## src/hdl/odm_pkg.sv

```systemverilog
// Shared types, constants and register codes for the obstacle distance monitor.
// No dependencies; every other file in hdl/ refers to this package by scoped name.
`default_nettype none

package odm_pkg;

    // Sample window
    localparam int WINDOW      = 5;
    localparam int SAMPLE_W    = 10;
    localparam int SAMPLE_MAX  = (1 << SAMPLE_W) - 1;
    localparam int SUM_W       = $clog2(WINDOW * SAMPLE_MAX + 1);

    // Divide by WINDOW as multiply by a rounded-up reciprocal; exact for every window sum
    localparam int RECIP_SHIFT = 20;
    localparam int RECIP       = ((1 << RECIP_SHIFT) + WINDOW - 1) / WINDOW;
    localparam int RECIP_W     = RECIP_SHIFT + 1;
    localparam int PROD_W      = SUM_W + RECIP_W;

    localparam int TIME_W      = 32;
    localparam int MS_W        = 16;

    // Event codes
    localparam logic [1:0] KIND_UPDATE   = 2'd0;
    localparam logic [1:0] KIND_DETECTED = 2'd1;
    localparam logic [1:0] KIND_CLEARED  = 2'd2;

    // Register map
    localparam int ADDR_W = 4;
    localparam int DATA_W = 32;
    localparam logic [1:0] REG_VALID_LIMIT     = 2'd0;
    localparam logic [1:0] REG_OBST_THRESHOLD  = 2'd1;
    localparam logic [1:0] REG_LOSS_TIMEOUT    = 2'd2;
    localparam logic [1:0] REG_REPORT_INTERVAL = 2'd3;

    localparam logic [SAMPLE_W-1:0] RST_VALID_LIMIT     = 10'd400;
    localparam logic [SAMPLE_W-1:0] RST_OBST_THRESHOLD  = 10'd25;
    localparam logic [MS_W-1:0]     RST_LOSS_TIMEOUT    = 16'd500;
    localparam logic [MS_W-1:0]     RST_REPORT_INTERVAL = 16'd50;

    // Output buffer
    localparam int FIFO_DEPTH = 8;
    localparam int FIFO_PTR_W = $clog2(FIFO_DEPTH);
    localparam int FIFO_CNT_W = FIFO_PTR_W + 1;
    localparam int CREDIT_W   = FIFO_CNT_W + 1;

    typedef struct packed {
        logic [1:0]          kind;
        logic [SAMPLE_W-1:0] value;
        logic                last;
    } t_event;

    // Up to two words pushed per item
    typedef struct packed {
        logic [1:0] count;
        t_event     ev0;
        t_event     ev1;
    } t_push;

endpackage

`default_nettype wire

```

## src/hdl/odm_cell.sv

```systemverilog
// One window cell: holds a sample and hands it to the next cell on a shift.
// Depends on odm_pkg.
`default_nettype none

module odm_cell (
    input  wire logic                          i_clk,
    input  wire logic                          i_rst_n,
    input  wire logic                          i_shift,
    input  wire logic [odm_pkg::SAMPLE_W-1:0]  i_sample,
    output logic      [odm_pkg::SAMPLE_W-1:0]  o_sample
);

    logic [odm_pkg::SAMPLE_W-1:0] r_sample;

    always_ff @(posedge i_clk) begin
        if (!i_rst_n) begin
            r_sample <= '0;
        end else if (i_shift) begin
            r_sample <= i_sample;
        end
    end

    assign o_sample = r_sample;

endmodule

`default_nettype wire

```

## src/hdl/odm_window.sv

```systemverilog
// Sample window: a chain of odm_cell instances plus a running sum of the chain.
// Depends on odm_pkg and odm_cell.
`default_nettype none

module odm_window (
    input  wire logic                          i_clk,
    input  wire logic                          i_rst_n,
    input  wire logic                          i_shift,
    input  wire logic [odm_pkg::SAMPLE_W-1:0]  i_sample,
    output logic      [odm_pkg::SUM_W-1:0]     o_sum
);

    logic [odm_pkg::SAMPLE_W-1:0] w_tap [odm_pkg::WINDOW+1];
    logic [odm_pkg::SUM_W-1:0]    r_sum;
    logic [odm_pkg::SUM_W-1:0]    n_sum;

    assign w_tap[0] = i_sample;

    for (genvar g = 0; g < odm_pkg::WINDOW; g++) begin : g_cell
        odm_cell u_cell (
            .i_clk    (i_clk),
            .i_rst_n  (i_rst_n),
            .i_shift  (i_shift),
            .i_sample (w_tap[g]),
            .o_sample (w_tap[g+1])
        );
    end

    // Oldest sample drops off the end of the chain as the new one enters
    assign n_sum = r_sum + odm_pkg::SUM_W'(i_sample) - odm_pkg::SUM_W'(w_tap[odm_pkg::WINDOW]);

    always_ff @(posedge i_clk) begin
        if (!i_rst_n) begin
            r_sum <= '0;
        end else if (i_shift) begin
            r_sum <= n_sum;
        end
    end

    assign o_sum = r_sum;

endmodule

`default_nettype wire

```

## src/hdl/odm_event_fifo.sv

```systemverilog
// Output buffer for event words: takes up to two words a cycle, gives one.
// Depends on odm_pkg.
`default_nettype none

module odm_event_fifo (
    input  wire logic                            i_clk,
    input  wire logic                            i_rst_n,
    input  wire odm_pkg::t_push                  i_push,
    input  wire logic                            i_pop,
    output odm_pkg::t_event                      o_head,
    output logic                                 o_valid,
    output logic      [odm_pkg::FIFO_CNT_W-1:0]  o_count
);

    odm_pkg::t_event                r_mem [odm_pkg::FIFO_DEPTH];
    logic [odm_pkg::FIFO_PTR_W-1:0] r_wr_ptr;
    logic [odm_pkg::FIFO_PTR_W-1:0] r_rd_ptr;
    logic [odm_pkg::FIFO_CNT_W-1:0] r_count;
    logic                           w_pop;

    assign w_pop = i_pop && (r_count != '0);

    always_ff @(posedge i_clk) begin
        if (i_push.count != 2'd0) begin
            r_mem[r_wr_ptr] <= i_push.ev0;
        end
        if (i_push.count == 2'd2) begin
            r_mem[r_wr_ptr + odm_pkg::FIFO_PTR_W'(1)] <= i_push.ev1;
        end
    end

    always_ff @(posedge i_clk) begin
        if (!i_rst_n) begin
            r_wr_ptr <= '0;
            r_rd_ptr <= '0;
            r_count  <= '0;
        end else begin
            r_wr_ptr <= r_wr_ptr + odm_pkg::FIFO_PTR_W'(i_push.count);
            if (w_pop) begin
                r_rd_ptr <= r_rd_ptr + odm_pkg::FIFO_PTR_W'(1);
            end
            r_count <= r_count + odm_pkg::FIFO_CNT_W'(i_push.count)
                     - odm_pkg::FIFO_CNT_W'(w_pop);
        end
    end

    assign o_head  = r_mem[r_rd_ptr];
    assign o_valid = (r_count != '0);
    assign o_count = r_count;

endmodule

`default_nettype wire

```

## src/hdl/obstacle_distance_monitor_top.sv

```systemverilog
// Top level of the obstacle distance monitor: register port, window, divider, event logic.
// Depends on odm_pkg, odm_window (with odm_cell) and odm_event_fifo.
`default_nettype none

// Each accepted reading runs through three stages: the window chain and its running sum
// update in the accept cycle, the divide-by-window multiply fills the next, and the event
// decision then pushes zero, one or two words into an eight-word output buffer. A reading
// is taken in any cycle in which the output buffer can hold two words for it and for every
// item still in the pipeline. The output side gives one word per cycle while i_ready is
// high, so an item that raises two events gives two words, one with a single event gives
// one word and one with no event gives none.
module obstacle_distance_monitor_top (
    input  wire logic                          i_clk,
    input  wire logic                          i_rst_n,
    // configuration port
    input  wire logic                          psel,
    input  wire logic                          penable,
    input  wire logic                          pwrite,
    input  wire logic [odm_pkg::ADDR_W-1:0]    paddr,
    input  wire logic [odm_pkg::DATA_W-1:0]    pwdata,
    output logic      [odm_pkg::DATA_W-1:0]    prdata,
    output logic                               pready,
    // reading input
    input  wire logic                          i_valid,
    output logic                               o_ready,
    input  wire logic [odm_pkg::SAMPLE_W-1:0]  i_raw_distance,
    input  wire logic [odm_pkg::TIME_W-1:0]    i_now_ms,
    // event output
    output logic                               o_valid,
    input  wire logic                          i_ready,
    output logic      [1:0]                    o_event_kind,
    output logic      [odm_pkg::SAMPLE_W-1:0]  o_event_value,
    output logic                               o_last_event
);

    // Configuration registers
    logic [odm_pkg::SAMPLE_W-1:0] r_valid_limit;
    logic [odm_pkg::SAMPLE_W-1:0] r_threshold;
    logic [odm_pkg::MS_W-1:0]     r_loss_timeout;
    logic [odm_pkg::MS_W-1:0]     r_report_interval;
    logic                         w_cfg_wr;
    logic [1:0]                   w_reg_idx;

    assign pready    = 1'b1;
    assign w_cfg_wr  = psel && penable && pwrite && pready;
    assign w_reg_idx = paddr[3:2];

    always_ff @(posedge i_clk) begin
        if (!i_rst_n) begin
            r_valid_limit     <= odm_pkg::RST_VALID_LIMIT;
            r_threshold       <= odm_pkg::RST_OBST_THRESHOLD;
            r_loss_timeout    <= odm_pkg::RST_LOSS_TIMEOUT;
            r_report_interval <= odm_pkg::RST_REPORT_INTERVAL;
        end else if (w_cfg_wr) begin
            unique case (w_reg_idx)
                odm_pkg::REG_VALID_LIMIT:     r_valid_limit     <= pwdata[odm_pkg::SAMPLE_W-1:0];
                odm_pkg::REG_OBST_THRESHOLD:  r_threshold       <= pwdata[odm_pkg::SAMPLE_W-1:0];
                odm_pkg::REG_LOSS_TIMEOUT:    r_loss_timeout    <= pwdata[odm_pkg::MS_W-1:0];
                odm_pkg::REG_REPORT_INTERVAL: r_report_interval <= pwdata[odm_pkg::MS_W-1:0];
                default: ;
            endcase
        end
    end

    always_comb begin
        unique case (w_reg_idx)
            odm_pkg::REG_VALID_LIMIT:     prdata = odm_pkg::DATA_W'(r_valid_limit);
            odm_pkg::REG_OBST_THRESHOLD:  prdata = odm_pkg::DATA_W'(r_threshold);
            odm_pkg::REG_LOSS_TIMEOUT:    prdata = odm_pkg::DATA_W'(r_loss_timeout);
            odm_pkg::REG_REPORT_INTERVAL: prdata = odm_pkg::DATA_W'(r_report_interval);
            default:                      prdata = '0;
        endcase
    end

    // Stage A: accept, qualify the reading, shift it into the window if it qualifies
    logic                           w_accept;
    logic                           w_ok;
    logic [odm_pkg::SUM_W-1:0]      w_sum;
    logic [odm_pkg::FIFO_CNT_W-1:0] w_fifo_count;
    logic [odm_pkg::CREDIT_W-1:0]   w_need;

    // Reserve two words for this item and for each item in flight
    logic                           r_b_valid;
    logic                           r_c_valid;

    assign w_need = odm_pkg::CREDIT_W'(w_fifo_count)
                  + odm_pkg::CREDIT_W'({r_b_valid, 1'b0})
                  + odm_pkg::CREDIT_W'({r_c_valid, 1'b0})
                  + odm_pkg::CREDIT_W'(2);
    assign o_ready  = (w_need <= odm_pkg::CREDIT_W'(odm_pkg::FIFO_DEPTH));
    assign w_accept = i_valid && o_ready;
    assign w_ok     = (i_raw_distance != '0) && (i_raw_distance < r_valid_limit);

    odm_window u_window (
        .i_clk    (i_clk),
        .i_rst_n  (i_rst_n),
        .i_shift  (w_accept && w_ok),
        .i_sample (i_raw_distance),
        .o_sum    (w_sum)
    );

    // Stage B: average = sum / WINDOW
    logic                           r_b_ok;
    logic [odm_pkg::TIME_W-1:0]     r_b_now;
    logic [odm_pkg::PROD_W-1:0]     w_prod;

    assign w_prod = odm_pkg::PROD_W'(w_sum) * odm_pkg::PROD_W'(odm_pkg::RECIP);

    // Stage C: event decision
    logic                           r_c_ok;
    logic [odm_pkg::TIME_W-1:0]     r_c_now;
    logic [odm_pkg::SAMPLE_W-1:0]   r_c_avg;

    always_ff @(posedge i_clk) begin
        if (!i_rst_n) begin
            r_b_valid <= 1'b0;
            r_c_valid <= 1'b0;
        end else begin
            r_b_valid <= w_accept;
            r_c_valid <= r_b_valid;
        end
    end

    always_ff @(posedge i_clk) begin
        if (w_accept) begin
            r_b_ok  <= w_ok;
            r_b_now <= i_now_ms;
        end
        r_c_ok  <= r_b_ok;
        r_c_now <= r_b_now;
        r_c_avg <= w_prod[odm_pkg::RECIP_SHIFT +: odm_pkg::SAMPLE_W];
    end

    logic                       r_flag;
    logic [odm_pkg::TIME_W-1:0] r_last_valid;
    logic [odm_pkg::TIME_W-1:0] r_last_report;
    logic [odm_pkg::TIME_W-1:0] w_since_valid;
    logic [odm_pkg::TIME_W-1:0] w_since_report;
    logic                       w_timeout;
    logic                       w_report;
    logic                       w_in_range;
    logic                       w_detect;
    logic                       w_clear;
    logic                       w_flag_ev;
    odm_pkg::t_event            w_update_ev;
    odm_pkg::t_event            w_flag_word;
    odm_pkg::t_push             w_push;

    assign w_since_valid  = r_c_now - r_last_valid;
    assign w_since_report = r_c_now - r_last_report;
    assign w_timeout      = w_since_valid > odm_pkg::TIME_W'(r_loss_timeout);
    assign w_report       = r_c_ok && (w_since_report > odm_pkg::TIME_W'(r_report_interval));
    assign w_in_range     = (r_c_avg != '0) && (r_c_avg < r_threshold);
    assign w_detect       = r_c_ok && w_in_range && !r_flag;
    assign w_clear        = r_flag && (r_c_ok ? !w_in_range : w_timeout);
    assign w_flag_ev      = w_detect || w_clear;

    always_comb begin
        w_update_ev.kind  = odm_pkg::KIND_UPDATE;
        w_update_ev.value = r_c_avg;
        w_update_ev.last  = !w_flag_ev;

        w_flag_word.kind  = w_detect ? odm_pkg::KIND_DETECTED : odm_pkg::KIND_CLEARED;
        w_flag_word.value = r_c_ok ? r_c_avg : '0;
        w_flag_word.last  = 1'b1;

        w_push.count = '0;
        w_push.ev0   = w_report ? w_update_ev : w_flag_word;
        w_push.ev1   = w_flag_word;
        if (r_c_valid) begin
            w_push.count = 2'(w_report) + 2'(w_flag_ev);
        end
    end

    always_ff @(posedge i_clk) begin
        if (!i_rst_n) begin
            r_flag        <= 1'b0;
            r_last_valid  <= '0;
            r_last_report <= '0;
        end else if (r_c_valid) begin
            if (w_flag_ev) begin
                r_flag <= w_detect;
            end
            if (r_c_ok) begin
                r_last_valid <= r_c_now;
            end
            if (w_report) begin
                r_last_report <= r_c_now;
            end
        end
    end

    // Output buffer
    odm_pkg::t_event w_head;

    odm_event_fifo u_fifo (
        .i_clk   (i_clk),
        .i_rst_n (i_rst_n),
        .i_push  (w_push),
        .i_pop   (i_ready),
        .o_head  (w_head),
        .o_valid (o_valid),
        .o_count (w_fifo_count)
    );

    assign o_event_kind  = w_head.kind;
    assign o_event_value = w_head.value;
    assign o_last_event  = w_head.last;

    // Checks
    a_fifo_bound: assert property (@(posedge i_clk) disable iff (!i_rst_n)
        w_fifo_count <= odm_pkg::FIFO_CNT_W'(odm_pkg::FIFO_DEPTH))
        else $error("event buffer holds more words than its depth");

    a_accept_flows: assert property (@(posedge i_clk) disable iff (!i_rst_n)
        w_accept |=> ##1 r_c_valid)
        else $error("accepted reading did not reach the decision stage");

    a_flag_has_event: assert property (@(posedge i_clk) disable iff (!i_rst_n)
        ($rose(r_flag) || $fell(r_flag)) |-> $past(w_push.count != 2'd0))
        else $error("obstacle flag changed without an event word");

    a_room_for_push: assert property (@(posedge i_clk) disable iff (!i_rst_n)
        (w_push.count == 2'd2) |->
            (odm_pkg::CREDIT_W'(w_fifo_count) + odm_pkg::CREDIT_W'(2)
                <= odm_pkg::CREDIT_W'(odm_pkg::FIFO_DEPTH)))
        else $error("event push would overflow the buffer");

endmodule

`default_nettype wire

```

## config.mk

```make
export PLATFORM = sky130hd
export DESIGN_NAME = obstacle_distance_monitor_top
export DESIGN_NICKNAME = d
export VERILOG_FILES = /design/src/hdl/odm_pkg.sv /design/src/hdl/odm_cell.sv /design/src/hdl/odm_window.sv /design/src/hdl/odm_event_fifo.sv /design/src/hdl/obstacle_distance_monitor_top.sv
export SDC_FILE = /design/constraint.sdc
export NUM_CORES = 1
export LEC_CHECK = 0
export BUFFER_PORTS_ARGS = -buffer_cell sky130_fd_sc_hd__clkbuf_2
export CORE_AREA = 2 2 200 202
export DETAILED_ROUTE_END_ITERATION = 16
export DIE_AREA = 0 0 202 204
export HOLD_SLACK_MARGIN = 0.05
export PLACE_DENSITY = 0.81
export SYNTH_ARGS = -nofsm -noshare
export SYNTH_HDL_FRONTEND = slang
export SYNTH_HIERARCHICAL = 1
export SYNTH_SLANG_ARGS = --single-unit
```

## constraint.sdc

```tcl
create_clock -name i_clk -period 8 [get_ports i_clk]
set_input_delay 0.8 -clock i_clk [delete_from_list [all_inputs] [get_ports i_clk]]
set_output_delay 0.8 -clock i_clk [all_outputs]
set_load 0.02 [all_outputs]
```

* Word-level counts from Yosys, hierarchy flattened
Memories as Yosys holds them, arrays and structs flattened. A register that Yosys moved wholly into a read port is not among the register bits.
Cells that the tools add are included.
** Word-level totals
- Word-level logic and storage cells :: 86
- Flip-flop bits (word level) :: 268
- Bits in writable memories :: 104
- Memories kept :: 1
** Cells by class
- Eq/ne operators :: 4
- Add/subtract/negate cells :: 13
- Multipliers :: 1
- Order comparisons :: 5
- Multiplexer cells :: 12
- Reductions and logical operators :: 27
** Memories
- u_fifo.r_mem :: depth 8, width 13, read ports 1, clocked after memory_dff 1, write ports 2, RTL line odm_event_fifo.sv:15 : odm_pkg::t_event r_mem [odm_pkg::FIFO_DEPTH];
** Operators by type and width (count)
- $pmux 32 s4 :: 1
- $gt 32x16->1 :: 2
- $sub 32x32->32 :: 2
- $mul 13x16->28 const B :: 1
- $lt 10x10->1 :: 2
- $reduce_bool 10->1 :: 2
- $reduce_and 2->1 :: 7
- $add 13x10->13 :: 1
- $mux 13 :: 1
- $sub 13x10->13 :: 1
- $logic_and 1x1->1 :: 11
- $mux 10 :: 1
- $add 3x1->3 const B :: 2
- $eq 2x2->1 const B :: 3
- $mux 3 :: 2
- $add 4x2->5 :: 1
- $add 5x2->5 :: 1
- $add 5x2->5 const B :: 1
- $le 5x4->1 const B :: 1
- $mux 1 :: 5
- $add 4x2->4 :: 1
- $mux 2 :: 2
- $reduce_bool 4->1 :: 1
- $sub 4x1->4 :: 1
- 7 further kinds :: 9

* Logic depth before layout (Yosys ltp)
Gate-level depths: netlist (run 1).
- Word-level depth :: 11
- Depth in mapped cells :: 32
- Gate-level depth less buffers :: 32

* Modules after synthesis
The synthesis (run 1) kept the hierarchy.
** Modules (own cells, without submodules)
- obstacle_distance_monitor_top :: area an instance 14975.6 um^2, cells an instance 1743, seq. area each 4234.1 um^2, instances 1
- odm_event_fifo :: area an instance 5988.2 um^2, cells an instance 352, seq. area each 3383.2 um^2, instances 1
- odm_cell :: area an instance 374.1 um^2, cells an instance 31, seq. area each 200.2 um^2, instances 5
- odm_window :: area an instance 1401.3 um^2, cells an instance 174, seq. area each 260.2 um^2, instances 1

* Least setup slack after synthesis (run 1)
OpenSTA, ideal clock, no wires.
- Path kind :: flip-flop to flip-flop
- From :: reg r_c_now[0] in the netlist's numbering
- To :: mem u_fifo/r_mem[1][0] in the netlist's numbering (enable)
- Data required time :: 7.596 ns
- Period minus slack after synthesis :: 6.458 ns
- Library setup time :: 0.404 ns
- Stages on the path, launching flop included :: 28
- Data arrival time :: 6.054 ns
- Slack :: 1.542 ns
- Cells stage by stage :: dfxtp_1 -> inv_1 -> ha_1 -> inv_1 -> fa_1 -> a21o_1 -> nand4_1 -> and2_1 -> o21ai_0 -> a21oi_1 -> o21ai_0 -> a21oi_1 -> xnor2_1 -> ha_1 -> and3_1 -> a221o_1 -> a221oi_1 -> nor3b_1 -> o211ai_1 -> nor4b_1 -> nand4_1 -> nor4_2 -> nand3_1 -> and2_1 -> ha_1 -> and2_1 -> o21ai_0 -> o31ai_1
** RTL lines
- start: declaration :: RTL line obstacle_distance_monitor_top.sv:111 : logic [odm_pkg::TIME_W-1:0] r_c_now;
- start signal: assignment :: RTL line obstacle_distance_monitor_top.sv:130 : r_c_now <= r_b_now;
- end: declaration :: RTL line odm_event_fifo.sv:15

==> results of run 1 <==
power by group:
group / switching, mW / leakage, nW / internal (mW)
combinational: 1.99 / 7.12 / 1.47
sequential: 0.194 / 3.20 / 2.22
clock: 0.804 / 0.675 / 1.16
how the worst max path moves through the flow:
stage	slack (ns)	to
4_1_cts	0.60	u_fifo/r_mem[1][5]$_DFFE_PP_
2_1_floorplan	1.54	u_fifo/r_mem[1][0]$_DFFE_PP_
3_3_place_gp	0.75	u_fifo/r_mem[1][6]$_DFFE_PP_
6_report	0.60	u_fifo/r_mem[1][5]$_DFFE_PP_
3_5_place_dp	0.73	u_fifo/r_mem[1][5]$_DFFE_PP_
5_1_grt	0.19	u_fifo/r_mem[1][6]$_DFFE_PP_
sequential cells by signal, indices dropped and copies added, names as in the netlist, named ones only:
signal and flops:
u_fifo/r_mem 104, u_window/g_cell.u_cell/o_sample 50, r_b_now 32, r_c_now 32, r_last_report 32, r_last_valid 32
r_loss_timeout 16, r_report_interval 16, u_window/o_sum 13, r_c_avg 10, r_threshold 10, r_valid_limit 10
u_fifo/o_count 4, u_fifo/r_rd_ptr 3, u_fifo/r_wr_ptr 3, r_b_ok 1, r_b_valid 1, r_c_ok 1
r_c_valid 1, r_flag 1
synth_stat cells, drive strengths merged, types with 58 or more instances:
| library cell | n | area [µm²] |
|---|---|---|
| a21oi | 103 | 519 |
| mux2i | 118 | 1180 |
| nand2 | 280 | 1060 |
| inv | 309 | 1160 |
| nor2b | 80 | 500 |
| nor2 | 63 | 236 |
| ha | 218 | 2730 |
| clkbuf | 60 | 226 |
| edfxtp | 137 | 4110 |
| fa | 62 | 1240 |
| dfxtp | 238 | 4760 |
| a21boi | 65 | 488 |
| mux2 | 122 | 1380 |
| o21ai | 58 | 298 |
layer usage:
| metal | global-route usage (%) | routed length (µm) |
|---|---|---|
| met2 | 46.6 | 26500 |
| met5 | 0 | 13 |
| met4 | 14.1 | 2720 |
| met3 | 3.24 | 2370 |
| met1 | 33.9 | 23600 |
metrics by stage:
| step | cell area (µm²) | total power, mW | utilization, % | std cells | hold WS, ns |
|---|---|---|---|---|---|
| 4_1_cts | 26500 | 7.86 | 67.5 | 3059 | 0.339 |
| 6_report | 26500 | 7.84 | 67.5 | 3062 | 0.335 |
| 3_5_place_dp | 25100 | 5.79 | 63.9 | 2983 | 0.327 |
| 5_1_grt | 26500 | 8.38 | 67.5 | 3062 | 0.347 |
| 3_3_place_gp | 25100 | 5.61 | 63.9 | 2983 | 0.324 |
| 2_1_floorplan | 24300 | 4.99 | - | 2447 | 0.323 |
cell usage in the layout, fill, tap and decap left out, drive strengths merged, types with 17 or more instances in the layout:
cell / instances
xor2: 19
nand4: 27
xnor2: 38
mux2: 122
ha: 218
inv: 314
nor2: 63
nor2b: 80
o21ai: 58
mux4: 36
edfxtp: 137
buf: 18
nand3: 36
nand2b: 21
a21boi: 65
nor3: 29
a211oi: 17
a21oi: 103
fa: 62
a21o: 49
dfxtp: 238
conb: 25
mux2i: 118
clkbuf: 149
and2: 27
o211ai: 26
nand2: 280
worst max-delay path: stages, from the launching register on:
cell	delay, ns
dfxtp_1	0.35
inv_1	0.07
ha_1	0.21
inv_1	0.07
fa_1	0.20
a21o_1	0.15
nand4_1	0.13
and2_1	0.22
o21ai_0	0.29
a21oi_1	0.11
o21ai_0	0.20
a21oi_1	0.12
xnor2_1	0.14
ha_1	0.29
and3_1	0.19
a221o_1	0.32
a221oi_1	0.27
nor3b_1	0.32
o211ai_1	0.15
nor4b_1	0.32
nand4_1	0.17
nor4_2	0.33
nand3_1	0.25
and2_1	0.23
ha_1	0.26
and2_1	0.32
o21ai_0	0.28
o31ai_2	1.06
final cells by class:
type / instances / area [µm²]
Multi-Input combinational cell: 1660 / 13700
Fill cell: 2912 / 12700
Sequential cell: 375 / 8880
Inverter: 309 / 1160
Clock buffer: 53 / 1120
Tap cell: 525 / 657
Timing Repair Buffer: 114 / 619
Clock inverter: 23 / 277
Antenna cell: 3 / 7.51
kinds of logic (layout without fill, tap and decap cells):
logic type                 Yosys count  in the layout  share of synthesized area [%]
muxes                              276            276                           13.9
buffers and inverters              412            499                           7.09
DFF                                375            375                           36.6
xor gates and xnor gates            57             57                           2.12
and+or+nand+nor                    621            621                           12.6
other                                2             28                         0.0310
adders and majority gates          280            280                           16.4
AOI/OAI and AO/OA                  401            401                           11.3
==> qor.yml, run 1 <==
status: "complete, no violations"
min_to: "r_c_now[11]$_DFF_P_"
synth_ff_type: "dfxtp_1"
yosysSeqAreaShare_pct: 36.6
port_buffers: 97
relSlewSlack_pct: 15.0
wl_per_cell_um: 18.0
cts_buffers: 41
cp-start-kind: "flop"
start_util_pct: 61.9
worstPathRequired_ns: 8.19
setup_slack_ns: 0.600
synth_area_um2: 24200
die_h_um: 204
ys_types: 93
worstMarginPinSlew_ns: 1.27
grt_use_total_pct: 27.2
die_w_um: 202
cts-resized-gates: 0
pwr_density_cell_nw_per_um2: 296
cts_root_buf: "clkbuf_16"
antenna_found_initial: 4
dp_slack_ns: 0.730
hp-class: "flop to flop"
coreArea_um2: 39200
grt_max_degree: 132
min_period_ns: 7.40
antenna_left: 0
path_max_fanout: 13
drc_errors: 0
slew_violations: 0
rsz0062_at_grt: "no"
syn_inst: 2424
reg2reg_slack_ns: 0.60
r2r-end: "u_fifo/r_mem[1][5]$_DFFE_PP_"
min_path_cells: 0
avgSynthCellArea_um2: 10.0
reg2regPathDepth: 27
synth_enable_flop_cells: 137
dieArea_um2: 41200
grt_pass1_vias: 17900
finalHoldViolCount: 0
vias: 17600
criticalPathCategory: "flop to flop"
dp_hpwl_mm: 39.9
period_share_pct: 92.5
drt_pass1_iterations: 7
ctsHoldBuffers: 0
dr.first_iter.drc_count: 1110
ys_warn_count: 6
postCtsSetupBuffers: 0
place.gp.congestion: 0.924
nNetsFinal: 2866
ios: 133
rows: 73
ir_worst_vdd_uv: 198
cts_tree: "built"
h-tree-depth: 2
via_per_inst: 5.76
hp-start: "r_b_now[11]$_DFFE_PP_"
final-setup-viol-count: 0
synth_seq_cells: 375
p_leak_nw: 11.0
area_delta_synth_final_pct: 9.17
critPathArrivalTime_ns: 7.59
grt_first_pass_wirelength_mm: 89.6
grt_remaining_overflow: 0
async_reset_ff_share_pct: 0
fin_skew_ns: 0.0206
end_kind: "flop"
clk_pin_slew_ns: 0.06
tns_ns: 0
cts_buffer_depth: 3
cap_violations: 0
cp-startpoint: "r_c_now[0]$_DFF_P_"
timing.fmax_ghz: 0.135
cts.sinks: 375
insertion_delay_ns: 0.58
drt-total-wl_mm: 55.2
drive_gt1_share_pct: 14.8
r2r-start: "r_c_now[0]$_DFF_P_"
(Power assumes the default switching activity.)
==> inputs of run 2 (changes only) <==
ABC_AREA = 1   (was not set)
CORE_AREA = 2 2 210 212   (was 2 2 200 202)
DIE_AREA = 0 0 212 214   (was 0 0 202 204)
==> run 2 against run 1 <==
  * Non-clock buffer count is 2 higher
  * Clock skew is 0.00074 ns higher
  * Clock power is 2% lower
  * Register-to-register slack better by 1.2 ns
  * Die area is 10% higher
  * Core utilization is 0.090 points higher
  * Sequential share of layout area is 2.9 points lower
==> qor.yml, run 2 <==
h-tree-depth: 2  # unchanged
ys_types: 47  # -49%
worstPathRequired_ns: 8.25  # +0.06 ns
period_share_pct: 77.9  # -15 points
async_reset_ff_share_pct: 0  # unchanged
insertion_delay_ns: 0.57  # about the same
cap_violations: 0  # unchanged
synth_area_um2: 27000  # +11%
drt_pass1_iterations: 7  # unchanged
finalHoldViolCount: 0  # unchanged
comb_power_share_pct: 56.6  # +13 points
synth_ff_type: "dfxtp_1"
dr_wl_met2_mm: 30.4  # +15%
met3_length_mm: 5.06  # +110%
yosysMostFrequentCell: "nand2_1"
die_w_um: 212  # +5.0%
ctsHoldBuffers: 0  # unchanged
cts_tree: "built"
vias: 23900  # +35%
clk_pin_slew_ns: 0.06  # about the same
worstMarginPinSlew_ns: 1.22  # -0.0456 ns
drt-total-wl_mm: 67.7  # +23%
min_period_ns: 6.23  # -1.17 ns
rsz0062_at_grt: "no"
top_register: "u_fifo/r_mem"
grt_remaining_overflow: 0  # unchanged
cpMostUsedCell: "nand2_1"
r2r-start: "r_c_now[1]$_DFF_P_"
start_util_pct: 62.9  # +1.1 points
crit_path_max_incr_delay_ns: 0.71  # -0.35 ns
pwr-share-seq_pct: 24.7  # -6.1 points
via_per_inst: 5.22  # -9.3%
final-setup-viol-count: 0  # unchanged
dp_hpwl_mm: 51.1  # +28%
top_layer: "met4"
synth_adder_area_share_pct: 14.7  # -1.7 points
antenna_left: 0  # unchanged
mostFrequentLayoutCells: "nand2_1, inv_1, nor2_1"
synth_seq_cells: 375  # unchanged
dr.first_iter.drc_count: 1947  # +75%
port_buffers: 97  # unchanged
grt_pass1_vias: 22300  # +25%
yosysSeqAreaShare_pct: 32.9  # -3.7 points
status: "complete, no violations"
place.gp.congestion: 0.969  # +4.8%
cts.sinks: 375  # unchanged
ir_worst_vdd_uv: 268  # +35%
tns_ns: 0  # unchanged
slew_violations: 0  # unchanged
postCtsSetupBuffers: 0  # unchanged
die_h_um: 214  # +4.9%
cts_buffers: 41  # unchanged
layout_commonest_cell: "nand2_1"
multi_input_comb_area_um2: 14700  # +6.8%
placed_area_um2: 27600  # +10%
largest_reg_flops: 104  # unchanged
intPower_mw: 5.50  # +13%
reg2reg_slack_ns: 1.77  # +1.17 ns
power.switching_fraction_pct: 46.8  # +8.6 points
fin_area_um2: 29000  # +9.6%
crit_slowest_cell: "nor2_4"
grt_max_degree: 112  # -15%
criticalPathCategory: "flop to flop"
antenna_found_initial: 3  # -1
dieArea_um2: 45400  # +10%
nFillCells: 3758  # +29%
synth_top_area_share_pct: 18.5  # -1.2 points
wl_met1_mm: 29.6  # +25%
r2r-end: "u_fifo/r_mem[5][11]$_DFFE_PP_"
muxShareOfSynthArea_pct: 0  # -14 points
synthXorXnorAreaFrac_pct: 1.62  # -0.50 points
p_leak_nw: 15.0  # +36%
syn_inst: 3923  # +62%
min_path_cells: 0  # unchanged
ios: 133  # unchanged
area_delta_synth_final_pct: 7.47
synth_top_family_by_area: "simple AND/OR/NAND/NOR gates"
relSlewSlack_pct: 18.0  # +3.0 points
synth_top_area_cell: "nand2_1"
drc_errors: 0  # unchanged
setup_slack_ns: 1.77  # +1.17 ns
pwr_density_cell_nw_per_um2: 356  # +20%
synth_enable_flop_cells: 137  # unchanged
drive_gt1_share_pct: 7.18  # -7.6 points
hp-start: "r_b_now[18]$_DFFE_PP_"
cp-start-kind: "flop"
synth-compound-area-share_pct: 7.81  # -3.4 points
dp_slack_ns: 1.83  # +1.10 ns
hp-class: "flop to flop"
timing.fmax_ghz: 0.160  # +19%
coreArea_um2: 42900  # +9.4%
p_total_mw: 10.3  # +32%
fin_skew_ns: 0.0214  # +0.000737 ns
nNetsFinal: 4317  # +51%
synthTopCellsByArea: "nand2_1, dfxtp_1, edfxtp_1"
reg2regPathDepth: 33  # +22%
avgSynthCellArea_um2: 6.88  # -31%
end_kind: "flop"
synthSimpleGateAreaFrac_pct: 29.9  # +17 points
grt_use_total_pct: 29.7  # +2.5 points
power.share.clock_pct: 18.7  # -6.4 points
p_switching_mw: 4.83  # +62%
critPathArrivalTime_ns: 6.48  # -1.11 ns
wl_per_cell_um: 14.8  # -18%
cts_buffer_depth: 3  # unchanged
rows: 76  # +4.1%
path_max_fanout: 37  # +24
cts_root_buf: "clkbuf_16"
min_to: "r_c_now[18]$_DFF_P_"
grt_first_pass_wirelength_mm: 109  # +21%
seq_area_um2: 8880  # about the same
ys_warn_count: 6  # unchanged
cts-resized-gates: 0  # unchanged
netlist_top_cells_count: "nand2_1, inv_1, nor2_1"
-- run 2: changes by cell type after synthesis, sizes merged, moves of 42 or more --
cell / change
nand3: +183
a21o: -45
mux2: -122
a21oi: +78
nor2: +295
mux2i: -118
nor2b: -80
nand2: +1065
buf: +42
inv: +406
a21boi: -65
-- run 2: kinds of logic after synthesis --
| kind of cell | Yosys count |
|---|---|
| simple gates | 1991 |
| flops | 375 |
| compound gates | 358 |
| fa+ha+maj | 280 |
| other cells | 2 |
| xor+xnor | 50 |
| buf+inv | 867 |
-- run 2: layout make-up --
cell class | instances | area share [%]
Multi-Input combinational cell | 2697 | 50.6
Sequential cell | 375 | 30.6
Inverter | 721 | 9.33
Clock buffer | 51 | 3.92
Tap cell | 585 | 2.52
Timing Repair Buffer | 116 | 2.17
Clock inverter | 25 | 0.811
Antenna cell | 3 | 0.0259
-- run 2: worst max-delay path by stage --
| stage | start | to | depth (start not counted) |
|---|---|---|---|
| after global routing | r_c_now[1]$_DFF_P_ | u_fifo/r_mem[7][11]$_DFFE_PP_ | 33 |
| after detailed placement | r_c_now[1]$_DFF_P_ | u_fifo/r_mem[7][6]$_DFFE_PP_ | 33 |
| after CTS | r_c_now[1]$_DFF_P_ | u_fifo/r_mem[7][12]$_DFFE_PP_ | 33 |
| after floorplan | r_c_now[0]$_DFF_P_ | u_fifo/r_mem[4][0]$_DFFE_PP_ | 32 |
| after global placement | r_c_now[0]$_DFF_P_ | u_fifo/r_mem[7][6]$_DFFE_PP_ | 34 |
| final | r_c_now[1]$_DFF_P_ | u_fifo/r_mem[5][11]$_DFFE_PP_ | 33 |
-- run 2: critical path: cells and delay by family (launching register included) --
family	cells	cell delay [ns]
compound gates	1	0.22
buf+inv	5	0.62
fa+ha+maj	3	0.90
simple gates	23	3.40
flops	1	0.46
xor+xnor	1	0.27
-- run 2: stage by stage --
step | std cells | util (%) | hold slack, ns
2_1_floorplan | 3939 | - | 0.323
3_3_place_gp | 4494 | 64.4 | 0.324
3_5_place_dp | 4494 | 64.4 | 0.327
4_1_cts | 4570 | 67.6 | 0.340
5_1_grt | 4573 | 67.6 | 0.345
6_report | 4573 | 67.6 | 0.338
-- run 2: per-layer routing --
layer | GRT usage (%) | vias to the layer above
met4 | 12.9 | 0
met5 | 0 | -
li1 | - | 12200
met1 | 39.9 | 10700
met2 | 47.9 | 848
met3 | 4.21 | 157
-- run 2: power groups by stage --
stage / sequential, mW / clock [mW] / combinational (mW)
global placement: 2.58 / 0 / 5.61
finish: 2.55 / 1.93 / 5.85
floorplan: 2.51 / 0 / 4.46
detailed placement: 2.59 / 0 / 5.75
global route: 2.58 / 2.03 / 6.70
CTS: 2.55 / 1.95 / 5.80
